**src/hw/rtl/bmt_pkg.sv**
```systemverilog
// Shared constants, types and register codes of the 3x3 box-mean threshold block.
package bmt_pkg;

   // Frame and pixel limits
   localparam int MAX_COLUMNS = 1024;
   localparam int MAX_ROWS    = 1024;
   localparam int PIX_W       = 8;
   localparam int MIN_SIZE    = 3;

   // Counter and size widths
   localparam int COL_W      = $clog2(MAX_COLUMNS);
   localparam int ROW_W      = $clog2(MAX_ROWS);
   localparam int COL_SIZE_W = COL_W + 1;
   localparam int ROW_SIZE_W = ROW_W + 1;

   // Register port
   localparam int CSR_IDX_W  = 2;
   localparam int CSR_DATA_W = 11;
   localparam int THR_W      = 8;
   localparam int THRESHOLD_RESET = 10;

   // Window arithmetic
   localparam int WINDOW_CELLS = 9;
   localparam int COLSUM_W     = PIX_W + 2;
   localparam int SUM_W        = PIX_W + 4;
   localparam int LIM_W        = THR_W + 4;
   localparam int CMP_W        = (SUM_W > LIM_W) ? SUM_W : LIM_W;

   // Register indexes
   typedef enum logic [CSR_IDX_W-1:0] {
      CSR_FRAME_COLUMNS  = 2'd0,
      CSR_FRAME_ROWS     = 2'd1,
      CSR_MEAN_THRESHOLD = 2'd2
   } csr_index_type;

   // Active configuration, sizes already clamped
   typedef struct packed {
      logic [COL_SIZE_W-1:0] cols;
      logic [ROW_SIZE_W-1:0] rows;
      logic [LIM_W-1:0]      limit;
   } cfg_type;

   // Raster position of one item and what its result carries
   typedef struct packed {
      logic [COL_W-1:0] col;
      logic             emit;
      logic             row_end;
      logic             frame_end;
   } pos_type;

endpackage

```
**src/hw/rtl/bmt_window.sv**
```systemverilog
// 3x3 window kept as three column sums, with the threshold compare.
module bmt_window (
   input  logic                       clock,
   input  logic                       shift_en,
   input  logic [bmt_pkg::PIX_W-1:0]  top_pixel,
   input  logic [bmt_pkg::PIX_W-1:0]  mid_pixel,
   input  logic [bmt_pkg::PIX_W-1:0]  new_pixel,
   input  logic [bmt_pkg::LIM_W-1:0]  limit,
   output logic                       star
);
   import bmt_pkg::*;

   logic [COLSUM_W-1:0] colsum_ff [3];
   logic [COLSUM_W-1:0] colsum_in;
   logic [SUM_W-1:0]    box_sum;

   // Sum the newest column
   assign colsum_in = COLSUM_W'(top_pixel) + COLSUM_W'(mid_pixel) + COLSUM_W'(new_pixel);

   // Shift columns left, newest on the right
   always_ff @(posedge clock) begin
      if (shift_en) begin
         colsum_ff[0] <= colsum_ff[1];
         colsum_ff[1] <= colsum_ff[2];
         colsum_ff[2] <= colsum_in;
      end
   end

   // Compare the full box sum against the limit
   assign box_sum = SUM_W'(colsum_ff[0]) + SUM_W'(colsum_ff[1]) + SUM_W'(colsum_ff[2]);
   assign star    = CMP_W'(box_sum) >= CMP_W'(limit);

endmodule
```
**config.mk**
```make
export PLATFORM = sky130hd
export DESIGN_NAME = bmt_window
export DESIGN_NICKNAME = d
export VERILOG_FILES = /design/src/hw/rtl/bmt_pkg.sv /design/src/hw/rtl/bmt_window.sv
export SDC_FILE = /design/constraint.sdc
export NUM_CORES = 1
export LEC_CHECK = 0
export ABC_AREA = 1
export BUFFER_PORTS_ARGS = -buffer_cell sky130_fd_sc_hd__buf_4
export CAP_MARGIN = 20
export CORE_MARGIN = 8
export CORE_UTILIZATION = 55
export CTS_CLUSTER_SIZE = 24
export DETAILED_ROUTE_END_ITERATION = 6
export PLACE_DENSITY = 0.84
export SYNTH_ARGS = -nofsm -noshare
export SYNTH_HDL_FRONTEND = slang
export SYNTH_SLANG_ARGS = --single-unit
```
**constraint.sdc**
```tcl
create_clock -name clock -period 4.9 [get_ports clock]
set_input_delay 0.735 -clock clock [delete_from_list [all_inputs] [get_ports clock]]
set_output_delay 0.735 -clock clock [all_outputs]
set_load 0.01 [all_outputs]
```
Yosys cells after proc, flatten, opt, wreduce, memory -nomap -nowiden:

Memories as Yosys holds them, arrays and structs flattened.
Cells that the tools add are included.

* flip-flop bits (word level): 0
* bits in latches: 0
* RAM bits: 30
* ROM bits: 0
* input bits: 38
* memories kept: 1

* add/subtract/negate cells: 4
* multipliers: 0
* divide/modulo/power cells: 0
* order comparisons: 1
* eq/ne operators: 0
* shift-type cells: 0
* multiplexer cells: 2
* bitwise gates (word level): 0
* reduce and logical (&&, ||, !) cells: 0

Memories
* colsum_ff: depth 3, bits a word 10, rd ports 3, clocked after Yosys merged registers in 0, wr ports 3, line bmt_window.sv:13 `logic [COLSUM_W-1:0] colsum_ff [3];`

Operators with widths (count)
* $add 11x10->12: 1
* $ge 12x12->1: 1
* $add 10x10->11: 1
* $add 9x8->10: 1
* $add 8x8->9: 1
* $mux 1: 2

Longest topological paths before layout:

* depth in word-level cells: 3
* mapped depth: 19
* depth with buffers taken out: 19

Worst setup path before layout:

No wires, ideal clock.

* kind: register to output
* from: memory colsum_ff[0][1] in the netlist's numbering
* to: output star
* data arrival time: 2687 ps
* required time: 4165 ps
* slack: 1478 ps
* stages on the path, launching flop included: 19
* path buffers: 0
* path through: edfxtp_1 > inv_1 > fa_1 > inv_1 > ha_1 > fa_1 > nand2_1 > nand2_1 > nand3_1 > nand3_1 > nand2_1 > inv_1 > ha_1 > nand2_1 > nor2_1 > nand2_1 > nor2_1 > nand2_1 > nand4_1

RTL lines
* start: declaration: line bmt_window.sv:13
* end: declaration: line bmt_window.sv:9 `output logic star`

==> flow_results.org <==
** Worst hold path
- Hold crit path type :: flip-flop to flip-flop
- For hold timing, the worst endpoint is colsum_ff[0][9]$_DFFE_PP_.
- Counting instances, the worst hold path has a depth of 0.
- In this run the most critical hold path is launched from colsum_ff[0][19]$_DFFE_PP_.

** Route
- The final layout contains routed wiring with a total length of around 4300 µm.
- Antenna viol nets, final :: 0
- The final route contains 1827 vias.
- In the routed layout, each cell is associated on average with a via count of ~5.1.
- Iteration-0 DRC Markers :: 67
- After detailed routing, the average wire length per cell comes to roughly 12 µm.
- In the routed design, unresolved DRC markers number 0.
- The pre-antenna-repair detailed-routing pass consisted of 4 iterations.

** Worst setup path
- Startpoint type of the worst setup path :: flip-flop
- Counting cells, the worst reg-to-reg path comes to 0.
- Worst Path Arrival :: ~3.3 ns
- Required time of the critical path :: 4.16 ns
- Setup CP Type :: flip-flop to output port
- Crit end category :: output port
- Destination of the worst register-to-register timing path :: colsum_ff[0][4]$_DFFE_PP_
- In this run the critical register-to-register path is launched from colsum_ff[0][14]$_DFFE_PP_.
- Of all nets on the critical path, the largest fanout is 3.
- Setup slack of the worst register-to-register path :: around 4.2 ns

** Placement
- Count of port buffers added during placement :: 38
- Final weighted congestion in routability-driven placement :: roughly 0.84
- Once placement finished, the instance area stood at approximately 2800 µm².
- The HPWL after detailed placement is 3580 µm.

** Synthesis
- Post-synthesis cell count :: approximately 270
- Share of flip-flops with an asynchronous set or reset :: 0
- Ranked by total cell area, the synthesized netlist is headed by edfxtp_1 37%, fa_1 16%, ha_1 14%, nand2_1 11%, inv_1 7.9%.
- Area share of the leading cell type in the synthesized netlist :: 0.365
- Number of synthesized register bits :: 30
- Commonest cells post-synth :: 71 x nand2_1, 52 x inv_1, 30 x edfxtp_1
- Number of warning messages in the yosys log :: 0
- Post-Syn Nets :: around 350
- Commonest register cell after synthesis :: edfxtp_1
- Library cell occupying the most area in the post-synthesis netlist :: edfxtp_1
- In this run the cell area of the synthesized design comes to approximately 2500 µm².
- By instance count, the leading cell after synthesis is nand2_1.
- In this run, synthesis inferred 30 flip-flops with an integrated enable.
- Post-synthesis sequential area ratio :: 0.365
- Number of distinct library cells after synthesis :: 22
- A synthesized cell averages around 9.3 µm².

** Job
- Max-cap violation count :: 0

** Floorplanning
- The floorplan has 24 rows.
- The floorplan step defined a core boundary enclosing approximately 4400 µm².
- In this run the vertical extent of the chip is about 83 µm.
- I/O pin total :: 39
- Width of the die :: just over 80 µm
- Starting density of the core :: 0.567
- The floorplan step defined a die boundary enclosing approximately 7000 µm².

** Timing
- Unrepaired setup endpoints after global routing :: false
- Hold Vio Cnt, Final :: 0
- Tcrit/Tclk final :: 0.815
- At the pin with the least slew margin, the transition time is ~0.37 ns.
- Final worst clock skew :: slightly above 0.003 ns
- Relative max-transition margin :: 0.756
- The final count of pins violating max slew was 0.
- Counting I/O delays and the setup requirement, the final critical path takes about 4.0 ns.
- Max frequency :: ~250 MHz
- TNS Setup :: 0 ns
- Setup violations remaining at the end of the flow were counted as 0.

** Clock tree
- Counting every sink on the clock net gives 30.
- Clock-pin slew was measured on the worst setup and hold paths at approximately 0.060 ns.
- Clock buffer count from CTS :: 5
- Number of cells upsized or downsized after cts :: 0
- In this run the clock root is driven by a clkbuf_8.
- CTS Hold Bufs :: 0
- Clock latency reported for the late side of the worst-skew pair :: between 0.2 and 0.3 ns
- Clock Path Buffers :: 2
- Clock H-tree levels :: 2
- Buffers added to address setup during post-CTS repair amount to 0.
- TritonCTS built the clock tree.

** Final layout
- Of the cells placed in the final design, the portion with a size suffix greater than 1 is 0.146.
- Filler Cells Inserted :: approximately 350
- With fillers left out, the area of the finished cells amounts to 2890 µm².
- Layout area overhead :: 17.1%
- The largest registers in the layout are colsum_ff (30).
- Diode insertion count for antenna repair :: 0
- Sequential standard cell area :: 901 µm²
- Number of flip-flops under the largest register name :: 30
- Measured on the finished design, the core utilization comes to 0.664.
- After the last flow step, the layout net total stands at 396.
- The register with the most flip-flops in the final layout is colsum_ff.
- In the final layout, the multi-input gates occupy roughly 1400 µm².

** Global route
- The first global-routing pass estimated between 7000 and 8000 µm of wire.
- GRT Util Overall :: 0.134
- Maximum number of pins on one net before global-route repair :: 31
- Leftover overflow at the end of global routing :: 0
- The number of antenna violations at the first check in global routing came to 0.
- Vias in the first global route :: between 1500 and 2000

** Power and ir drop
- IR analysis of the VDD net gives a maximum drop of approximately 0.00021 V.
- Total Power :: approximately 1400 µW
- Cell area power density :: approximately 480 nW/µm²
- Leak Pwr :: around 0.0015 µW

** Outcome
- The flow ran to the end, and the final reports show no timing, DRC or antenna violations.
-- area by class of cell --
class	instances	area share
clock inverters	1	0.00130
inverters	52	0.0675
clock buffers	5	0.0238
repair buffers	38	0.0987
flip-flops and latches	30	0.312
well taps	52	0.0225
multi-input cells	183	0.474
-- power by group --
part / internal (µW) / switching [µW] / total, µW
registers: 340 / 25.3 / 365
logic: 350 / 486 / 836
clock network: 92.2 / 80.3 / 172
-- worst max-delay path, cell delays in order (launching register included) --
cell and delay [ns]:
edfxtp_1 0.35, inv_1 0.06, fa_1 0.49, inv_1 0.04
ha_1 0.23, fa_1 0.43, nand2_1 0.08, nand2_1 0.08
nand3_1 0.11, nand3_1 0.08, nand2_1 0.07, inv_1 0.04
ha_1 0.28, nand2_1 0.05, nor2_1 0.17, nand2_1 0.08
nor2_1 0.10, nand2_1 0.06, nand4_1 0.06, buf_4 0.12
-- layer usage --
| metal | up-vias | track usage | wire length [µm] |
|---|---|---|---|
| met5 | - | 0 | 0 |
| met4 | 0 | 0.0767 | 90 |
| met3 | 8 | 0.0410 | 237 |
| met2 | 48 | 0.229 | 2110 |
| met1 | 836 | 0.142 | 1850 |
| li1 | 935 | - | - |
-- worst max path at each step --
stage                          startpoint  endpoint  slack, ns
2_1_floorplan   colsum_ff[0][1]$_DFFE_PP_      star       1.48
3_3_place_gp    colsum_ff[0][1]$_DFFE_PP_      star       1.31
3_5_place_dp   colsum_ff[0][11]$_DFFE_PP_      star       1.19
4_1_cts        colsum_ff[0][11]$_DFFE_PP_      star       0.88
5_1_grt        colsum_ff[0][11]$_DFFE_PP_      star       0.57
6_report       colsum_ff[0][11]$_DFFE_PP_      star       0.91
-- kinds of logic after synthesis --
kind of cell             synth area share
buffers and inverters              0.0791
XOR/XNOR                           0.0284
adder cells (fa/ha/maj)             0.304
AO/OA/AOI/OAI                      0.0426
AND/OR/NAND/NOR                     0.181
flip-flops                          0.365
-- metrics by stage --
stage          cells  worst slack [ns]  hold slack (ns)
2_1_floorplan    265              1.48            0.426
3_3_place_gp     355              1.31            0.430
3_5_place_dp     355              1.19            0.448
4_1_cts          361             0.881            0.461
5_1_grt          361             0.567            0.468
6_report         361             0.907            0.459
-- cell usage in the layout, fill, tap and decap left out, drive strengths merged, types with 5 or more instances in the layout --
master	count
xor2	6
nand2	71
ha	28
clkbuf	5
a21oi	11
nor2	18
edfxtp	30
buf	38
inv	52
fa	20
nand3	15
Power figures use the tool's default switching activity.
