### src/hw/rtl/bmt_pkg.sv
// Shared constants, types and register codes of the 3x3 box-mean threshold block.
package bmt_pkg;

   // Frame and pixel limits
   localparam int MAX_COLUMNS = 1024;
   localparam int MAX_ROWS    = 1024;
   localparam int PIX_W       = 8;
   localparam int MIN_SIZE    = 3;

   // Counter and size widths
   localparam int COL_W      = $clog2(MAX_COLUMNS);
   localparam int ROW_W      = $clog2(MAX_ROWS);
   localparam int COL_SIZE_W = COL_W + 1;
   localparam int ROW_SIZE_W = ROW_W + 1;

   // Register port
   localparam int CSR_IDX_W  = 2;
   localparam int CSR_DATA_W = 11;
   localparam int THR_W      = 8;
   localparam int THRESHOLD_RESET = 10;

   // Window arithmetic
   localparam int WINDOW_CELLS = 9;
   localparam int COLSUM_W     = PIX_W + 2;
   localparam int SUM_W        = PIX_W + 4;
   localparam int LIM_W        = THR_W + 4;
   localparam int CMP_W        = (SUM_W > LIM_W) ? SUM_W : LIM_W;

   // Register indexes
   typedef enum logic [CSR_IDX_W-1:0] {
      CSR_FRAME_COLUMNS  = 2'd0,
      CSR_FRAME_ROWS     = 2'd1,
      CSR_MEAN_THRESHOLD = 2'd2
   } csr_index_type;

   // Active configuration, sizes already clamped
   typedef struct packed {
      logic [COL_SIZE_W-1:0] cols;
      logic [ROW_SIZE_W-1:0] rows;
      logic [LIM_W-1:0]      limit;
   } cfg_type;

   // Raster position of one item and what its result carries
   typedef struct packed {
      logic [COL_W-1:0] col;
      logic             emit;
      logic             row_end;
      logic             frame_end;
   } pos_type;

endpackage

### src/hw/rtl/bmt_raster_ctr.sv
// Column and row counters that place each incoming item in the frame.
module bmt_raster_ctr (
   input  logic               clock,
   input  logic               reset,
   input  logic               advance,
   input  bmt_pkg::cfg_type   cfg,
   output bmt_pkg::pos_type   pos
);
   import bmt_pkg::*;

   logic [COL_W-1:0]      col_ff, col_in;
   logic [ROW_W-1:0]      row_ff, row_in;
   logic                  wrap_pre;
   logic [ROW_SIZE_W-1:0] row_tmp;
   logic [COL_W-1:0]      col_cur;
   logic [ROW_W-1:0]      row_cur;
   logic [COL_SIZE_W-1:0] col_inc;
   logic [ROW_SIZE_W-1:0] row_inc;
   logic                  last_col;
   logic                  last_row;

   // Wrap a counter left past a smaller size before using it
   assign wrap_pre = {1'b0, col_ff} >= cfg.cols;
   assign row_tmp  = wrap_pre ? ({1'b0, row_ff} + ROW_SIZE_W'(1)) : {1'b0, row_ff};
   assign col_cur  = wrap_pre ? '0 : col_ff;
   assign row_cur  = (row_tmp >= cfg.rows) ? '0 : row_tmp[ROW_W-1:0];

   // Position of the next item
   assign col_inc  = {1'b0, col_cur} + COL_SIZE_W'(1);
   assign row_inc  = {1'b0, row_cur} + ROW_SIZE_W'(1);
   assign last_col = col_inc >= cfg.cols;
   assign last_row = row_inc >= cfg.rows;

   always_comb begin
      if (last_col) begin
         col_in = '0;
         row_in = last_row ? '0 : row_inc[ROW_W-1:0];
      end else begin
         col_in = col_inc[COL_W-1:0];
         row_in = row_cur;
      end
   end

   // Advance on each accepted item
   always_ff @(posedge clock) begin
      if (reset) begin
         col_ff <= '0;
         row_ff <= '0;
      end else if (advance) begin
         col_ff <= col_in;
         row_ff <= row_in;
      end
   end

   assign pos.col       = col_cur;
   assign pos.emit      = (col_cur >= COL_W'(2)) && (row_cur >= ROW_W'(2));
   assign pos.row_end   = last_col;
   assign pos.frame_end = last_col && last_row;

endmodule

### config.mk
export PLATFORM = sky130hd
export DESIGN_NAME = bmt_raster_ctr
export DESIGN_NICKNAME = d
export VERILOG_FILES = /design/src/hw/rtl/bmt_pkg.sv /design/src/hw/rtl/bmt_raster_ctr.sv
export SDC_FILE = /design/constraint.sdc
export NUM_CORES = 1
export LEC_CHECK = 0
export BUFFER_PORTS_ARGS = -buffer_cell sky130_fd_sc_hd__buf_2
export CORE_ASPECT_RATIO = 1.25
export CORE_UTILIZATION = 58
export CTS_CLUSTER_SIZE = 14
export DETAILED_ROUTE_END_ITERATION = 10
export GPL_TIMING_DRIVEN = 0
export PLACE_DENSITY = 0.82
export SLEW_MARGIN = 20
export SYNTH_ARGS = -nofsm -noshare
export SYNTH_HDL_FRONTEND = slang
export SYNTH_SLANG_ARGS = --single-unit
### constraint.sdc
create_clock -name clock -period 11.5 [get_ports clock]
set_input_delay 2.875 -clock clock [delete_from_list [all_inputs] [get_ports clock]]
set_output_delay 2.875 -clock clock [all_outputs]
set_load 0.005 [all_outputs]
After elaboration in Yosys (flattened, before gate mapping)
Cells that the tools add are included.
{"block": "totals", "ff_bits": 20, "in_bits": 37, "word_cells": 19}
{"block": "op_classes", "mux": 6, "order_cmp": 6, "add_sub_neg": 3, "n_reduce_logical": 2}
{"operator": "10-bit 2-to-1 mux", "n": 5}
{"operator": "10-bit by 1-bit adder with 11-bit output (second input constant)", "n": 3}
{"operator": "11-bit >= comparator", "n": 3}
{"operator": "10-bit by 2-bit >= comparator with 1-bit output (second input constant)", "n": 2}
{"operator": "10-bit by 11-bit >= comparator with 1-bit output", "n": 1}
{"operator": "11-bit 2-to-1 mux", "n": 1}
{"operator": "1-bit logical AND", "n": 2}

Longest topological paths before layout
Gate-level depths: netlist of the first run.
{"block": "depth", "ltp_word": 8, "depth_mapped": 31, "ltp_nobuf": 28}

Least setup slack after synthesis of the first run
No wires, ideal clock.
{"block": "synth_timing", "kind": "in2out", "from": "input cfg[29] (netlist name)", "to": "output pos[0] (netlist name)", "arrival_ns": 7.883, "slack_ns": 0.742, "n_path_buf": 3, "path_stages": 28, "path_cell_list": "inv_1 > ha_1 > a41o_2 > a21oi_2 > o21ai_2 > a21oi_2 > buf_4 > clkbuf_1 > nor2_1 > xor2_1 > ha_1 > a2111oi_0 > o311ai_1 > nand2_1 > clkbuf_1 > nand2b_1 > inv_1 > ha_1 > o211ai_2 > nor2_1 > xnor2_1 > nor2_1 > ha_1 > o21ai_0 > a21oi_1 > o31a_1 > a311oi_1 > nor2_1"}
{"element": "start, declared", "line": "bmt_raster_ctr.sv:6", "source": "input bmt_pkg::cfg_type cfg,"}
{"element": "end, declared", "line": "bmt_raster_ctr.sv:7", "source": "output bmt_pkg::pos_type pos"}

==> qor.csv, run 1 <==
metric;value;unit
Initial DRC Count;282;
Area contributors post-synth;ha_1 19%, dfxtp_1 13%, nor2_1 5.1%;
DRC viols;0;
Unique masters post-synth;69;
Cell Area, Placed;3340;um2
post-DR vias/cell;6.47;
WP data required;8.63;ns
Initial Utilization;0.607;
part of the Yosys area used for sequential elements;0.130;
placed cell count;516;
Fmax;0.0892;GHz
ANT nets after route;0;
Vias;3377;
footprint of the multi-input gates;2570;um2
Yosys warnings;0;
drt pass-1 iters;5;
GR Util All Layers;0.326;
Layout Skew;0.0130;ns
power per cell area;62.1;nW/um2
Final Cell Area;3540;um2
R2R cell count;30;
Placer Congestion;0.943;
crit path launch type;input pin;
placed wire-length estimate;7110;um
largest net degree at the start of global routing;14;
number of enable flip-flop cells after synthesis;0;
Worst Path Arrival;8.34;ns
most frequent cells after synthesis;48 x ha_1, 42 x nor2_1, 37 x inv_1;
DIE AREA;5610;um2
synthesized area;3080;um2
max_cap viols;0;
first-pass GRT wire length;14200;um
final-report setup violation count;0;
critical setup path kind;in2out;
clock buffer depth;2;
Layout Nets;546;
Avg Cell Area, Syn;7.38;um2
Mapped Cells;418;
TritonCTS clock tree;yes;
Design Power;0.220;mW
Worst-path clk slew;0.08;ns
Skew-Pair Late Insertion Delay;0.27;ns
Seq. cell area;400;um2
ant diodes;0;
Core ar.;5080;um2
Fin. Hold Viols;0;
Worst-Margin Slew;0.730;ns
worst vdd ir;0.0479;mV
Rel. slew slack;0.501;
io pins;50;
synthesized net count;503;
vias in the first global route;3111;
hold slack;0.512;ns
worst hold-check path type;reg2reg;
largest area contributor in the netlist;ha_1;
H-tree Lvls;1;
IO buf count;36;
CTS Buf Count;3;
P&R area growth vs syn;14.7;%
# rows;29;
area share of the largest cell type after synthesis;0.195;
Slew Viols, Final;0;
ys async rst share;0;
Worst Hold Depth;2;
aggregate routed wire length;9100;um
worst reg2reg setup slack;4.64;ns
number of fill cells;445;
Leak;1.64;nW
cell with the most instances after synthesis;ha_1;
#FFs+latches synth;20;
Die Y;83.5;um
Cell Count, Final, Fillers Out;522;
status;finished, final reports clean;
DR WL/cell;17.4;um
antenna violations before repair;0;
min Tclk post-route;11.22;ns
RSZ-0062 raised after global routing;no;
Crit-path slowest cell;ha_1;
Sink Count;20;
share of cells above drive strength 1;0.180;
crit path capture type;output pin;
crit-path max FO;10;
Die Width;67.2;um
gr ovfl total;0;
root buf cell;clkbuf_8;
Top FF cell, synth;dfxtp_1;
Crit path largest cell delay;0.35;ns
part of the cycle the worst path needs;0.975;
-- registers in the layout, summed over array words and instances, names as in the netlist --
| name | cells |
|---|---|
| col_ff | 10 |
| row_ff | 10 |
-- per-stage QoR --
stage | TNS, ns | worst slack (ns) | utilization
after CTS | 0 | 0.0756 | 0.680
after floorplan | 0 | 0.742 | -
after global placement | -1.03 | -1.03 | 0.658
after detailed placement | -1.12 | -1.12 | 0.658
after global routing | 0 | 0.00543 | 0.696
final | 0 | 0.283 | 0.696
-- timing repair --
item,CTS,global route
gates resized for setup,13,13
buffers inserted,1,2
hold buffers,0,0
pin swaps,1,3
setup endpoints to repair,1,1
-- layer usage --
metal,routed length [um],global-route usage,vias up
met5,0,0,-
met4,421,0.188,0
met3,592,0.0219,42
met2,4540,0.571,167
met1,3540,0.372,1546
li1,-,-,1622
-- placed cells by master, fill, tap and decap left out, types with 8 or more instances in the layout --
master	count
a21oi_1	19
and2_1	8
buf_2	37
clkbuf_1	8
dfxtp_1	20
ha_1	47
inv_1	37
nand2_1	31
nand3_1	21
nand4_1	9
nor2_1	40
nor3_1	10
o21ai_0	17
xnor2_1	10
xor2_1	9
-- layout make-up --
type                       instances  share of cell area
buffer                            16              0.0241
clock buffer                       4              0.0156
inverter                          38              0.0403
multi-input combinational        343               0.728
sequential                        20               0.113
tap                               62              0.0219
timing repair buffer              39              0.0573
-- worst max-delay path, delay by kind of cell --
kind / cells / cell delay [ns]
compound gates: 11 / 2.20
fa+ha+maj: 4 / 1.11
buf+inv: 6 / 0.94
simple gates: 6 / 0.87
xor+xnor: 2 / 0.33
-- final timing paths --
path                                             start                     end
worst max-delay path                           cfg[29]                  pos[0]
worst min register to register  col_ff[4]$_SDFFE_PP0P_  col_ff[4]$_SDFFE_PP0P_
worst min-delay path            col_ff[4]$_SDFFE_PP0P_  col_ff[4]$_SDFFE_PP0P_
worst max register to register  col_ff[5]$_SDFFE_PP0P_  row_ff[8]$_SDFFE_PP0P_
-- report_power, final --
part / leakage (nW) / internal, mW / total, mW / switching, mW
clock network: 0.0288 / 0.0306 / 0.0581 / 0.0275
logic: 1.44 / 0.0356 / 0.0858 / 0.0501
registers: 0.163 / 0.0722 / 0.0758 / 0.00367
-- cells by family (layout without fill, tap and decap cells) --
family                     Yosys count  in the layout  share of synthesized area
AOI/OAI and AO/OA                  108            108                      0.261
xor gates and xnor gates            19             19                     0.0540
adders and majority gates           48             48                      0.195
buffers and inverters               55             97                     0.0735
DFF                                 20             20                      0.130
muxes                                4              4                     0.0130
and+or+nand+nor                    164            164                      0.274
Power figures use the tool's default switching activity.
==> inputs of run 2 (changes only) <==
Settings changed: ABC_AREA set to 1, CORE_UTILIZATION 58 to 59, PLACE_DENSITY 0.82 to 0.83.
==> run 2 against run 1 <==
Core utilization fell by 2.2 points. Non-clock buffer count is 12 lower. First-iteration DRC count decreased by 31%. Register-to-register slack improved by 0.56 ns. Setup slack better by 0.34 ns. Via count down 2.8%. Sequential power is 3.6% lower. Flip-flop and latch count stayed put. Critical path type unchanged. Largest power group is now sequential cells. Highest routed layer unchanged.
==> qor.csv, run 2 <==
metric;value;unit;change
status;finished, final reports clean;;
Top FF cell, synth;dfxtp_1;;
cell repeated most along the worst path;inv_1;;
drt pass-1 iters;5;;unchanged
io pins;50;;unchanged
commonest non-fill, non-tap cell in the layout;nand2_1;;
critical setup path kind;in2out;;
CTS Buf Count;3;;unchanged
Area contributors post-synth;ha_1 19%, nand2_1 14%, dfxtp_1 13%;;
placed wire-length estimate;6640;um;-6.7%
min Tclk post-route;10.88;ns;-0.338 ns
post_cts resized;0;;-13
worst vdd ir;0.0291;mV;-39%
part of the Yosys area used for sequential elements;0.128;;-0.00177
WP data required;8.63;ns;about the same
root buf cell;clkbuf_8;;
DIE AREA;5590;um2;-0.33%
Slew Viols, Final;0;;unchanged
Die Y;83.4;um;-0.17%
Rel. slew slack;0.385;;-0.116
gr ovfl total;0;;unchanged
worst reg2reg setup slack;5.20;ns;+0.56 ns
Worst Path Arrival;8.00;ns;-0.34 ns
power per cell area;50.1;nW/um2;-19%
crit path launch type;input pin;;
# rows;29;;unchanged
Avg Cell Area, Syn;6.42;um2;-13%
Final Util;0.674;;-0.0222
vias in the first global route;3197;;+2.8%
R2R cell count;34;;+13%
antenna violations before repair;0;;unchanged
most frequent cells after synthesis;118 x nand2_1, 86 x inv_1, 48 x ha_1;;
largest area contributor in the netlist;ha_1;;
top flop regs;col_ff: 10 flops, row_ff: 10 flops;;
number of enable flip-flop cells after synthesis;0;;unchanged
Worst Hold Depth;2;;unchanged
Layout Nets;613;;+12%
cell with the most instances after synthesis;nand2_1;;
Placer Congestion;0.903;;-4.2%
synthesized net count;572;;+14%
placed cell count;585;;+13%
ANT nets after route;0;;unchanged
Fmax;0.0919;GHz;+3.1%
Yosys warnings;0;;unchanged
synthesized area;3130;um2;+1.4%
Leak;1.90;nW;+16%
RR Endpoint;row_ff[8]$_SDFFE_PP0P_;;
Vias;3282;;-2.8%
TritonCTS clock tree;yes;;
Worst-path clk slew;0.07;ns;about the same
area share of the largest cell type after synthesis;0.192;;-0.00265
Crit path largest cell delay;0.30;ns;-0.05 ns
RSZ-0062 raised after global routing;no;;
Mapped Cells;487;;+17%
crit-path max FO;10;;unchanged
Worst-Margin Slew;0.919;ns;+0.189 ns
number of hold buffers added after cts;0;;unchanged
Layout Skew;0.0105;ns;-0.00256 ns
largest net degree at the start of global routing;11;;-3
IO buf count;36;;unchanged
origin of the critical flop-to-flop path;col_ff[5]$_SDFFE_PP0P_;;
final-report setup violation count;0;;unchanged
Fin. Hold Viols;0;;unchanged
Unique masters post-synth;44;;-36%
min-delay src;col_ff[9]$_SDFFE_PP0P_;;
clock buffer depth;2;;unchanged
worst hold-check path type;reg2reg;;
ant diodes;0;;unchanged
Hold Path Sink;col_ff[9]$_SDFFE_PP0P_;;
ys async rst share;0;;unchanged
Skew-Pair Late Insertion Delay;0.26;ns;about the same
GR Util All Layers;0.306;;-0.0199
DR WL/cell;13.4;um;-23%
Die Width;67.1;um;-0.16%
P&R area growth vs syn;9.57;%;
Crit-path slowest cell;ha_1;;
most frequent cells in the layout;118 x nand2_1, 86 x inv_1, 48 x ha_1;;
Sum Neg Setup Slack;0;ns;unchanged
Initial DRC Count;194;;-31%
Sink Count;20;;unchanged
post-DR vias/cell;5.58;;-14%
H-tree Lvls;1;;unchanged
post-CTS setup buffer count;0;;-1
Initial Utilization;0.615;;+0.00837
footprint of the multi-input gates;2340;um2;-9.2%
#FFs+latches synth;20;;unchanged
hold slack;0.492;ns;-0.0201 ns
Cell Count, Final, Fillers Out;588;;+13%
Seq. cell area;400;um2;unchanged
first-pass GRT wire length;13300;um;-6.5%
number of fill cells;470;;+5.6%
share of cells above drive strength 1;0.167;;-0.0131
aggregate routed wire length;7860;um;-14%
crit path capture type;output pin;;
part of the cycle the worst path needs;0.946;;-0.0294
Core ar.;5080;um2;unchanged
max_cap viols;0;;unchanged
DRC viols;0;;unchanged
## run 2: cell types whose count changed in the layout (fill, tap and decap cells not counted), sizes merged, moves of 15 or more
| cell | previous run | this run |
|---|---|---|
| nand3 | 22 | 37 |
| nand2 | 32 | 128 |
| inv | 38 | 89 |
| a21oi | 23 | 42 |
## run 2: worst max path at each step
stage / from / to / slack, ns / cells after the start
finish: cfg[32] / pos[0] / 0.62 / 34
global route: cfg[32] / pos[0] / 0.04 / 34
CTS: cfg[32] / pos[0] / 0.61 / 34
detailed placement: cfg[32] / pos[0] / 0.60 / 34
global placement: cfg[29] / pos[0] / 0.64 / 34
floorplan: cfg[29] / pos[0] / 1.65 / 32
## run 2: per-layer routing
| metal | track usage | part of all wire | vias to the layer above |
|---|---|---|---|
| li1 | - | - | 1662 |
| met3 | 0.0330 | 0.032 | 38 |
| met2 | 0.558 | 0.51 | 97 |
| met1 | 0.303 | 0.39 | 1485 |
| met4 | 0.215 | 0.062 | 0 |
| met5 | 0 | 0 | - |
## run 2: area by class of cell
class                      count  area share
multi-input combinational    370       0.682
sequential                    20       0.117
inverter                      90      0.0986
timing repair buffer          36      0.0526
tap                           62      0.0227
buffer                         7      0.0150
clock buffer                   3      0.0121
## run 2: report_power, final
group	switching [mW]	leakage (nW)	internal, mW	total [mW]
clock	0.0229	0.0216	0.0233	0.0462
sequential	0.00216	0.162	0.0710	0.0731
combinational	0.0330	1.71	0.0193	0.0522
## run 2: kinds of logic (layout without fill, tap and decap cells)
| kind of cell | count (synthesis) | in the layout | share of synthesized area |
|---|---|---|---|
| XOR/XNOR | 14 | 14 | 0.0416 |
| adder cells (fa/ha/maj) | 48 | 48 | 0.192 |
| buffers and inverters | 97 | 136 | 0.124 |
| AO/OA/AOI/OAI | 68 | 68 | 0.124 |
| flip-flops | 20 | 20 | 0.128 |
| AND/OR/NAND/NOR | 240 | 240 | 0.390 |
## run 2: through the flow
step / total power [mW] / cell area (um2) / setup WS (ns)
2_1_floorplan: 0.110 / 3130 / 1.65
3_3_place_gp: 0.124 / 3380 / 0.645
3_5_place_dp: 0.126 / 3380 / 0.603
4_1_cts: 0.171 / 3420 / 0.606
5_1_grt: 0.182 / 3420 / 0.0421
6_report: 0.172 / 3420 / 0.622
## run 2: worst max-delay path: cells and delay by family
family,cells,cell delay (ns)
and+or+nand+nor,17,2.53
adders and majority gates,4,1.10
buffers and inverters,9,0.81
AOI/OAI and AO/OA,4,0.68
