`config.mk`:
```
export PLATFORM = sky130hd
export DESIGN_NAME = bmt_csr
export DESIGN_NICKNAME = d
export VERILOG_FILES = /design/src/hw/rtl/bmt_pkg.sv /design/src/hw/rtl/bmt_csr.sv
export SDC_FILE = /design/constraint.sdc
export NUM_CORES = 1
export LEC_CHECK = 0
export BUFFER_PORTS_ARGS = -buffer_cell sky130_fd_sc_hd__clkbuf_2
export CAP_MARGIN = 20
export CORE_MARGIN = 2
export CORE_UTILIZATION = 50
export DETAILED_ROUTE_END_ITERATION = 8
export GPL_TIMING_DRIVEN = 0
export HOLD_SLACK_MARGIN = 0.02
export PLACE_DENSITY_LB_ADDON = 0.15
export SYNTH_ARGS = -nofsm -noshare
export SYNTH_HDL_FRONTEND = slang
export SYNTH_SLANG_ARGS = --single-unit
```
`constraint.sdc`:
```
create_clock -name clock -period 2.7 [get_ports clock]
set_clock_uncertainty 0.05 [all_clocks]
set_input_delay 0.405 -clock clock [delete_from_list [all_inputs] [get_ports clock]]
set_output_delay 0.405 -clock clock [all_outputs]
set_load 0.02 [all_outputs]
```
`src/hw/rtl/bmt_pkg.sv`:
```
// Shared constants, types and register codes of the 3x3 box-mean threshold block.
package bmt_pkg;

   // Frame and pixel limits
   localparam int MAX_COLUMNS = 1024;
   localparam int MAX_ROWS    = 1024;
   localparam int PIX_W       = 8;
   localparam int MIN_SIZE    = 3;

   // Counter and size widths
   localparam int COL_W      = $clog2(MAX_COLUMNS);
   localparam int ROW_W      = $clog2(MAX_ROWS);
   localparam int COL_SIZE_W = COL_W + 1;
   localparam int ROW_SIZE_W = ROW_W + 1;

   // Register port
   localparam int CSR_IDX_W  = 2;
   localparam int CSR_DATA_W = 11;
   localparam int THR_W      = 8;
   localparam int THRESHOLD_RESET = 10;

   // Window arithmetic
   localparam int WINDOW_CELLS = 9;
   localparam int COLSUM_W     = PIX_W + 2;
   localparam int SUM_W        = PIX_W + 4;
   localparam int LIM_W        = THR_W + 4;
   localparam int CMP_W        = (SUM_W > LIM_W) ? SUM_W : LIM_W;

   // Register indexes
   typedef enum logic [CSR_IDX_W-1:0] {
      CSR_FRAME_COLUMNS  = 2'd0,
      CSR_FRAME_ROWS     = 2'd1,
      CSR_MEAN_THRESHOLD = 2'd2
   } csr_index_type;

   // Active configuration, sizes already clamped
   typedef struct packed {
      logic [COL_SIZE_W-1:0] cols;
      logic [ROW_SIZE_W-1:0] rows;
      logic [LIM_W-1:0]      limit;
   } cfg_type;

   // Raster position of one item and what its result carries
   typedef struct packed {
      logic [COL_W-1:0] col;
      logic             emit;
      logic             row_end;
      logic             frame_end;
   } pos_type;

endpackage

```
`src/hw/rtl/bmt_csr.sv`:
```
// Configuration registers: frame size with clamping and the star sum limit.
module bmt_csr (
   input  logic                             clock,
   input  logic                             reset,
   input  logic                             csr_wr_en,
   input  logic [bmt_pkg::CSR_IDX_W-1:0]    csr_index,
   input  logic [bmt_pkg::CSR_DATA_W-1:0]   csr_wr_data,
   output bmt_pkg::cfg_type                 cfg
);
   import bmt_pkg::*;

   logic [COL_SIZE_W-1:0] cols_ff;
   logic [ROW_SIZE_W-1:0] rows_ff;
   logic [LIM_W-1:0]      limit_ff;
   logic [COL_SIZE_W-1:0] cols_in;
   logic [ROW_SIZE_W-1:0] rows_in;
   logic [LIM_W-1:0]      limit_in;

   // Clamp sizes into the supported range
   always_comb begin
      if (csr_wr_data < CSR_DATA_W'(MIN_SIZE)) begin
         cols_in = COL_SIZE_W'(MIN_SIZE);
         rows_in = ROW_SIZE_W'(MIN_SIZE);
      end else begin
         cols_in = (32'(csr_wr_data) > 32'(MAX_COLUMNS)) ?
                   COL_SIZE_W'(MAX_COLUMNS) : COL_SIZE_W'(csr_wr_data);
         rows_in = (32'(csr_wr_data) > 32'(MAX_ROWS)) ?
                   ROW_SIZE_W'(MAX_ROWS) : ROW_SIZE_W'(csr_wr_data);
      end
   end

   // floor(sum/9) > t  is the same as  sum >= 9*(t+1)
   assign limit_in = LIM_W'(csr_wr_data[THR_W-1:0]) * LIM_W'(WINDOW_CELLS)
                   + LIM_W'(WINDOW_CELLS);

   // Write registers
   always_ff @(posedge clock) begin
      if (reset) begin
         cols_ff  <= COL_SIZE_W'(MAX_COLUMNS);
         rows_ff  <= ROW_SIZE_W'(MAX_ROWS);
         limit_ff <= LIM_W'(WINDOW_CELLS * (THRESHOLD_RESET + 1));
      end else if (csr_wr_en) begin
         unique case (csr_index)
            CSR_FRAME_COLUMNS:  cols_ff  <= cols_in;
            CSR_FRAME_ROWS:     rows_ff  <= rows_in;
            CSR_MEAN_THRESHOLD: limit_ff <= limit_in;
            default: ;
         endcase
      end
   end

   assign cfg.cols  = cols_ff;
   assign cfg.rows  = rows_ff;
   assign cfg.limit = limit_ff;

endmodule

```
## Word level (Yosys, flattened, before mapping)

Index checks and enable logic that the tools add are counted.

- $lt $le $gt $ge: 2
- Multipliers: 1
- Shift-type cells: 0
- Eq/ne operators: 2
- Reductions and logical operators: 4
- Divide/modulo/power cells: 0
- Multiplexer cells: 2
- Bitwise logic cells: 0
- Add/subtract/negate cells: 1

Operators by type and width:

| cell | count |
|---|---|
| $mux 11 | 2 |
| $add 12x4->12 const B | 1 |
| $mul 8x4->12 const B | 1 |
| $gt 11x11->1 const B | 1 |
| $lt 11x2->1 const B | 1 |
| $reduce_and 2->1 | 3 |
| $eq 2x1->1 const B | 1 |
| $eq 2x2->1 const B | 1 |
| $logic_not 2->1 | 1 |

- Logic and storage cells: 15
- Bits in writable memories: 0
- Memories kept: 0
- Bits in read-only memories: 0
- Latch bits: 0
- Bits in registers: 34
- Bits of input ports: 16

## Longest topological paths before layout

Gate-level depths: netlist of the first run.

- Depth in word-level cells: 3
- Depth in mapped cells: 7
- Gate-level depth less buffers: 7

## Worst setup path before layout of the first run

OpenSTA, ideal clock, no wires.

- Kind: input-to-reg
- Start: input port csr_wr_data[0] in the netlist's numbering
- End: register limit_ff[9]
- Slack: 0.565 ns
- Library setup time: 0.062 ns
- Cell stages on the path: 6
- Data arrival time: 2.022 ns
- Path through: fa_1 > ha_1 > a31oi_1 > nor3_1 > or3_1 > nand3_1

- Cells in the longest elaborated chain, start to end: 2

Ends and longest elaborated chain:

| what | RTL line | text |
|---|---|---|
| start, declared | bmt_csr.sv:7 | `input logic [bmt_pkg::CSR_DATA_W-1:0] csr_wr_data,` |
| $mul 8x4->12 | bmt_csr.sv:33 | `assign limit_in = LIM_W'(csr_wr_data[THR_W-1:0]) * LIM_W'(WINDOW_CELLS)` |
| $add 12x4->12 | bmt_csr.sv:34 | `+ LIM_W'(WINDOW_CELLS);` |
| end signal, assigned | bmt_csr.sv:41 | `limit_ff <= LIM_W'(WINDOW_CELLS * (THRESHOLD_RESET + 1));` |
| end signal, assigned | bmt_csr.sv:46 | `CSR_MEAN_THRESHOLD: limit_ff <= limit_in;` |
| end, declared | bmt_csr.sv:14 | `logic [LIM_W-1:0] limit_ff;` |

Every way passes these cells.
A chain may end at the register's enable or synchronous reset.

## Worst setup path in the final report of the first run

Same ends and word-level chain as after synthesis.

==> impl_metrics.toml, run 1 <==
[routing]
drt-initial-drc-count = 92
viasPerCell = 5.52
totalWireLength_um = 4290
vias = 1743
wl_per_cell_um = 13.6
drt_first_pass_iters = 4
ant_nets = 0
drc_errors = 0

[critical_path]
critPathSlowestCell = "fa_1"
critPathRequiredTime_ns = 2.93
cpLargestDelayFamily = "adder cells"
path_class = "input port to flip-flop"
cp-end-kind = "flip-flop"
slowest_delay_ns = 0.49
path_buf_inv = 1
path_cells = "clkbuf_2, fa_1, ha_1, a31oi_1, nor3_1, or3_1, nand3_1"
start_kind = "input port"
worstPathMaxFanout = 5
arrival_ns = 2.34

[clock_network]
post-cts-setup-buffer-count = 0
cts_made_buffers = 5
clkLatencyLatePin_ns = 0.33
root_buffer = "clkbuf_4"
path_clk_slew_ns = 0.10
cts_max_level = 2
clock-sinks = 34
cts_resized = 0
cts_buffer_depth = 2
cts.hold.buffers_added = 0
cts_tree = "yes"

[timing]
min_period_ns = 2.11
hold_viol = 0
post-route-period-util_pct = 78.1
max_freq_ghz = 0.474
finalSetupViolCount = 0
relSlewSlack_pct = 62.7
setup_tns_ns = 0
worst_slew_pin_slew_ns = 0.559
rsz0062_at_grt = "false"
slew_violations = 0
whs_ns = 0.319

[place]
place_congestion = 0.826
place_inst = 309
portBuffers = 48
place_hpwl_um = 3280

[floorplan]
start_util_pct = 53.6
die_h_um = 64.5
ios = 50
die_area_um2 = 4160
core_area_um2 = 3420
die_x_um = 64.5
num_rows = 21

[global_route]
gr-total-overflow = 0
track_usage_pct = 21.6
grt_pass1_wl_um = 7130
antenna_found_initial = 0
grt_pass1_vias = 1560
grt_max_degree = 11

[cells_and_area]
final_layout_size_suffix_gt1_share_pct = 25.9
num_antenna_cells = 0
fin_cells = 316
final_core_util_pct = 63.7
nets = 303
area_growth_pct = 18.9

[logic_synthesis]
yosysWarnings = 0
synth_nets = 248
synth_cell_types = 44
async_flop_share_pct = 0
synth_area_um2 = 1830
yosysSeqAreaShare_pct = 37.2
netlist_instances = 215
synth_edf_count = 0
avgSynthCellArea_um2 = 8.51
yosys_register_bits = 34
synth_flop_cell = "dfxtp_1"

[pwr]
sequentialPowerShare_pct = 52.0
swShare_pct = 31.5
p_sw_w = 0.000321
power_leakage_nw = 0.926
cellPowerDensity_nw_per_um2 = 469
p_int_w = 0.000699
clock_power_share_pct = 25.3
ir_drop_mv = 0.289
power_w = 0.00102
comb_power_share_pct = 22.7

[hold_path]
hp-class = "input port to flip-flop"

[run_status]
status = "finished clean"

[run]
maxCapViolCount = 0
cell usage after synthesis (2+ instances only):
library cell  count  area [µm²]
a31oi_1           2        12.5
xor2_1            2        17.5
a211oi_1          2        15.0
nand3_1           9        45.0
nor2_1            5        18.8
dfxtp_1          34         681
a31oi_4           2        42.5
a21boi_1          3        22.5
or4_4             2        22.5
ha_1             16         200
o311ai_0          2        17.5
a21boi_2          5        56.3
o211ai_1          2        15.0
and3b_1           2        17.5
nor2b_1           4        25.0
nand3b_1          2        15.0
clkbuf_1         10        37.5
inv_1             5        18.8
nor3_1            8        40.0
nand2_1          51         191
a21oi_1          20         100
o21ai_0           5        25.0
power by group through the flow:
stage / clock [W] / sequential (W) / combinational (W)
2_1_floorplan: 0 / 0.000566 / 0.000130
3_3_place_gp: 0 / 0.000542 / 0.000226
3_5_place_dp: 0 / 0.000542 / 0.000229
4_1_cts: 0.000268 / 0.000531 / 0.000231
5_1_grt: 0.000284 / 0.000533 / 0.000258
6_report: 0.000258 / 0.000531 / 0.000231
kinds of logic (layout without fill, tap and decap cells):
kind of cell	after synthesis	in the layout	share of synthesized area, %
adders and majority gates	17	17	12.0
AOI/OAI and AO/OA	53	53	21.5
xor gates and xnor gates	3	3	1.44
and+or+nand+nor	92	92	24.4
buffers and inverters	16	71	3.35
DFF	34	34	37.2
layout make-up:
type                    count  area [µm²]
well taps                  46        57.6
clock inverters             2        10.0
repair buffers             48         240
fillers                   316        1240
flip-flops and latches     34         681
clock buffers               5        37.5
multi-input cells         165        1090
inverters                   5        18.8
plain buffers              11        42.5
worst min-delay path, cell delays in order:
cell and delay, ns:
clkbuf_2 0.13, nand2_1 0.08, a21boi_2 0.05
path summary, 6_finish.rpt:
kind	cells after the start	startpoint	slack [ns]	endpoint
worst max-delay path	7	csr_wr_data[0]	0.59	limit_ff[9]
worst min-delay path	3	csr_wr_data[3]	0.32	cols_ff[3]
worst max register to register	3	limit_ff[10]	1.81	limit_ff[10]
worst min register to register	2	rows_ff[6]	0.41	rows_ff[6]
state kept, by name (all words and copies together) (netlist names):
| name | flops |
|---|---|
| rows_ff | 11 |
| limit_ff | 12 |
| cols_ff | 11 |
per-stage QoR:
| step | cell area, µm² | setup WS, ns |
|---|---|---|
| after floorplan | 1830 | 0.565 |
| after global placement | 2130 | 0.289 |
| after detailed placement | 2130 | 0.253 |
| after CTS | 2170 | 0.603 |
| after global routing | 2170 | 0.547 |
| final | 2170 | 0.590 |
placed cells by master (no fill, tap or decap), types with 8 or more instances in the layout:
cell type / instances
clkbuf_2: 48
ha_1: 16
a21oi_1: 20
nand2_1: 51
clkbuf_1: 10
nor3_1: 8
dfxtp_1: 34
nand3_1: 9
metal layers:
layer / wire, µm / vias up / GRT usage [%]
met5: 0 / - / 0
met1: 2110 / 806 / 31.1
met2: 1890 / 57 / 33.3
met3: 260 / 5 / 4.69
met4: 27 / 0 / 4.79
li1: - / 875 / -
Note: power is estimated with default switching activity, not from simulation.
==> run 2, diff against run 1 <==
- CORE_UTILIZATION: 50 -> 47
- clock period: 2.7 -> 1.81 ns (I/O delays scaled with it)
==> run 2 against run 1 <==
  * The run now ends with setup timing left
  * Non-clock buffer count increased by 2
  * Sequential share of layout area decreased by 3.1 points
  * Worst setup slack got worse by 0.62 ns
  * Die area increased by 6.0%
  * Global-route usage decreased by 0.21 points
  * Combinational power increased by 78%
  * Via count decreased by 0.52%
  * Design area increased by 11%
  * Critical path depth decreased by 1
  * Count of clock-buffer cells in the layout increased by 1
  * Sequential power increased by 49%
  * Hold slack got worse by 0.14 ns
==> impl_metrics.toml, run 2 (same netlist as run 1, synthesis figures left out) <==
[cells_and_area]
top_register = "limit_ff"
final_cell_mix = "nand2_1 (51), clkbuf_2 (44), dfxtp_1 (34)"
largest_reg_flops = 12
num_antenna_cells = 0
biggestRegsByFlops = "limit_ff: 12 flops, cols_ff: 11 flops, rows_ff: 11 flops"
final_common_cell = "nand2_1"
nets = 305
final_layout_size_suffix_gt1_share_pct = 31.5
area_growth_pct = 31.7

[routing]
viasPerCell = 5.40
ant_nets = 0
drt-initial-drc-count = 88
drt_first_pass_iters = 4
wl_per_cell_um = 13.5
totalWireLength_um = 4330
vias = 1734
drc_errors = 0

[critical_path]
path_cells = "buf_8, fa_1, ha_4, nand4_1, a211o_1, a311o_1"
cp-end-kind = "flip-flop"
path_buf_inv = 1
critPathSlowestCell = "fa_1"
path_class = "input port to flip-flop"
r2r_slack_ns = 0.95
start_kind = "input port"
cpLargestDelayFamily = "adder cells"
arrival_ns = 1.97
worstPathMaxFanout = 3
slowest_delay_ns = 0.51
critPathRequiredTime_ns = 1.94

[run_status]
status = "complete, but fails checks"
violations = "setup timing"

[pwr]
power_leakage_nw = 0.983
ir_drop_mv = 0.518
cellPowerDensity_nw_per_um2 = 859
power_w = 0.00207

[place]
dp_slack_ns = -0.389
place_hpwl_um = 3180
place_congestion = 0.850
portBuffers = 48

[timing]
worst_slew_pin_slew_ns = 0.541
finalSetupViolCount = 1
max_freq_ghz = 0.545
slew_violations = 0
relSlewSlack_pct = 64.0
hold_viol = 0
min_period_ns = 1.84
setup_tns_ns = -0.0262
layout_setup_ws_ns = -0.0262
rsz0062_at_grt = "true"
post-route-period-util_pct = 101
whs_ns = 0.178

[clock_network]
cts_buffer_depth = 2
root_buffer = "clkbuf_8"
cts_max_level = 2
cts_tree = "yes"
clkLatencyLatePin_ns = 0.29
clock-sinks = 34
cts.hold.buffers_added = 0
path_clk_slew_ns = 0.07
cts_made_buffers = 5

[floorplan]
ios = 50
num_rows = 22
die_area_um2 = 4410
die_x_um = 66.4
start_util_pct = 49.6
die_h_um = 66.4
core_area_um2 = 3690

[hold_path]
hp-class = "input port to flip-flop"

[global_route]
track_usage_pct = 21.4
grt_max_degree = 12
grt_pass1_wl_um = 7180
gr-total-overflow = 0
grt_pass1_vias = 1614
antenna_found_initial = 0

[run]
maxCapViolCount = 0
run 2: cell types whose count changed in the layout (fill, tap and decap cells not counted), sizes merged:
cell / delta
buf: +5
clkinv: -2
bufinv: +2
clkbuf: -2
run 2: final cells by class:
| class | instances | area, µm² |
|---|---|---|
| Tap cell | 48 | 60.1 |
| Timing Repair Buffer | 50 | 284 |
| Multi-Input combinational cell | 165 | 1180 |
| Clock inverter | 2 | 60.1 |
| Sequential cell | 34 | 681 |
| Clock buffer | 6 | 82.6 |
| Inverter | 5 | 18.8 |
| Fill cell | 335 | 1280 |
| Buffer | 11 | 42.5 |
run 2: per-stage QoR:
stage          instance area, µm²  util [%]  std cells
3_3_place_gp                 2180      59.2        311
2_1_floorplan                1880         -        215
5_1_grt                      2410      65.3        321
6_report                     2410      65.3        321
3_5_place_dp                 2180      59.2        311
4_1_cts                      2380      64.6        321
run 2: worst paths after layout:
path,depth (start not counted),endpoint,start
worst max-delay path,6,limit_ff[10],csr_wr_data[1]
worst min-delay path,2,limit_ff[0],csr_wr_data[0]
worst max register to register,3,limit_ff[10],limit_ff[10]
worst min register to register,2,rows_ff[2],rows_ff[2]
run 2: report_power, final:
part | internal, W | switching, W
clock network | 0.000587 | 0.000281
logic | 0.000172 | 0.000239
registers | 0.000777 | 0.0000138
run 2: timing repair:
action / in CTS / in global routing
setup endpoints to repair: 3 / 6
cloned: 0 / 0
pin swaps: 2 / 2
gates resized for setup: 6 / 11
buffers inserted: 2 / 0
run 2: routing by layer:
layer  routed length, µm  GRT usage (%)  part of all wire [%]  up-vias
met3                 308           5.79                   7.1        6
met4                  61           8.16                   1.4        0
li1                    -              -                     -      879
met2                2090           36.4                    48       59
met1                1870           25.6                    43      790
met5                   0              0                     0        -
==> run 3, diff against run 2 <==
- ABC_AREA: default -> 1
==> run 3 against run 2 <==
  * The flow now finishes without violations
  * Synthesized cell count grew 16%
  * Count of clock-buffer cells in the layout shrank 1
  * Register-to-register slack gained 0.12 ns
  * Critical endpoint is now limit_ff[6]
  * Highest routed layer unchanged
==> impl_metrics.toml, run 3 <==
[floorplan]
die_area_um2 = 4590
core_area_um2 = 3970
die_x_um = 67.8
ios = 50
start_util_pct = 48.1
num_rows = 23
die_h_um = 67.8

[logic_synthesis]
synth_area_leaders = "dfxtp_1 (36%), ha_1 (10%), nand2_1 (9.6%)"
synthAdderAreaFrac_pct = 11.5
synth_nets = 283
synth_edf_count = 0
synth_top_area_share_pct = 35.6
synth_flop_cell = "dfxtp_1"
yosysMostFrequentCell = "nand2_1"
yosys.area_share.xor_xnor_pct = 0.916
yosys_register_bits = 34
synth_top_family_by_area = "simple AND/OR/NAND/NOR gates"
synth_compound_area_share_pct = 17.4
avgSynthCellArea_um2 = 7.65
yosysTopAreaCell = "dfxtp_1"
yosysWarnings = 0
ys_top_cells_by_count = "nand2_1 (49), dfxtp_1 (34), nor2_1 (30), inv_1 (26), nand3_1 (19)"
yosysSeqAreaShare_pct = 35.6
synthMuxAreaShare_pct = 0
synth-simple-area-share_pct = 25.3
netlist_instances = 250
async_flop_share_pct = 0
synth_cell_types = 31
synth_area_um2 = 1910

[routing]
vias = 1782
totalWireLength_um = 4490
wl_per_cell_um = 12.6
ant_nets = 0
viasPerCell = 4.99
drt-initial-drc-count = 54
drc_errors = 0
drt_first_pass_iters = 4

[timing]
rsz0062_at_grt = "true"
relSlewSlack_pct = 68.9
layout_setup_ws_ns = 0.0793
post-route-period-util_pct = 95.6
finalSetupViolCount = 0
worst_slew_pin_slew_ns = 0.466
whs_ns = 0.214
slew_violations = 0
min_period_ns = 1.73
max_freq_ghz = 0.578
hold_viol = 0

[pwr]
ir_drop_mv = 0.450
power_w = 0.00200
power_leakage_nw = 1.18
cellPowerDensity_nw_per_um2 = 810

[global_route]
track_usage_pct = 21.5
grt_pass1_wl_um = 7200
grt_pass1_vias = 1587
gr-total-overflow = 0
grt_max_degree = 12
antenna_found_initial = 0

[critical_path]
cp-end-kind = "flip-flop"
r2r-end = "rows_ff[1]"
r2r_slack_ns = 1.07
arrival_ns = 1.87
reg2regPathDepth = 4
start_kind = "input port"
cp-endpoint = "limit_ff[6]"
critPathRequiredTime_ns = 1.95
worstPathMaxFanout = 6
path_class = "input port to flip-flop"
critPathLaunch = "csr_wr_data[0]"
worstReg2RegStart = "rows_ff[1]"

[run_status]
status = "finished clean"

[cells_and_area]
fillers = 385
nets = 339
regArea_um2 = 681
final_core_util_pct = 62.2
largest_reg_flops = 12
final_common_cell = "clkbuf_2"
area_growth_pct = 29.2
final_layout_size_suffix_gt1_share_pct = 32.6
top_register = "limit_ff"
multi_input_area_um2 = 1190
final_cell_mix = "clkbuf_2 (47), nand2_1 (46), dfxtp_1 (34)"
num_antenna_cells = 0
biggestRegsByFlops = "limit_ff: 12 flops, cols_ff: 11 flops, rows_ff: 11 flops"

[clock_network]
path_clk_slew_ns = 0.07
cts_max_level = 2
post-cts-setup-buffer-count = 0
cts_tree = "yes"
cts_made_buffers = 5
cts.hold.buffers_added = 0
cts_buffer_depth = 2
root_buffer = "clkbuf_8"
clock-sinks = 34
clkLatencyLatePin_ns = 0.29

[run]
maxCapViolCount = 0

[place]
dp_slack_ns = -0.335
place_congestion = 0.897
portBuffers = 49
place_hpwl_um = 3450

[hold_path]
hp-class = "input port to flip-flop"
-- run 3: changes by cell type in the layout (fill, tap and decap cells not counted), sizes merged, moves of 4 or more --
cell and delta:
nor3 -4, a31oi -4, a21oi +5, a21boi -8, clkbuf -5, nor2b -4, o21ai +19, inv +22
nor2 +26, nand3 +11
-- run 3: worst max-delay path: stages --
cell     delay (ns)
buf_2          0.15
fa_2           0.60
ha_4           0.22
nand2_1        0.13
o21ai_2        0.10
or2_2          0.27
nand3_1        0.07
nand2_1        0.05
-- run 3: how the worst min path moves through the flow --
stage | startpoint | to | slack [ns] | depth (start not counted)
2_1_floorplan | csr_wr_data[0] | limit_ff[0] | 0.33 | 1
3_3_place_gp | limit_ff[0] | limit_ff[0] | 0.41 | 2
3_5_place_dp | limit_ff[6] | limit_ff[6] | 0.41 | 2
4_1_cts | csr_wr_data[8] | rows_ff[8] | 0.21 | 3
5_1_grt | csr_wr_data[8] | rows_ff[8] | 0.22 | 3
6_report | csr_wr_data[8] | rows_ff[8] | 0.21 | 3
-- run 3: area by class of cell --
cell class | instances | area share (%)
clock buffer | 5 | 2.79
tap | 50 | 2.53
buffer | 8 | 2.68
inverter | 28 | 4.46
multi-input combinational | 180 | 48.3
sequential | 34 | 27.6
clock inverter | 3 | 1.62
timing repair buffer | 49 | 10.0
-- run 3: repair_timing --
item	4_1_cts	5_1_grt
pin swaps	0	3
endpoints found under the setup margin	1	6
resized for setup	1	17
-- run 3: per-stage QoR --
stage	std cells	TNS [ns]	area (µm²)
3_3_place_gp	349	-1.69	2250
3_5_place_dp	349	-1.77	2250
6_report	357	0	2470
2_1_floorplan	250	-0.000918	1950
4_1_cts	357	0	2370
5_1_grt	357	-0.0673	2470
-- run 3: per-layer routing --
| metal | global-route usage, % | share of wire, % |
|---|---|---|
| met1 | 26.9 | 45 |
| met2 | 35.3 | 48 |
| met3 | 5.67 | 5.4 |
| met4 | 8.50 | 1.6 |
| met5 | 0 | 0 |
-- run 3: cell families after synthesis --
kind of cell	count (synthesis)
DFF	34
adders and majority gates	17
buffers and inverters	36
AOI/OAI and AO/OA	53
and+or+nand+nor	108
xor gates and xnor gates	2
-- run 3: power breakdown --
group	leakage, nW	switching, W	total (W)	internal [W]
registers	0.278	0.0000197	0.000807	0.000787
clock network	0.0579	0.000283	0.000688	0.000405
logic	0.842	0.000300	0.000506	0.000206
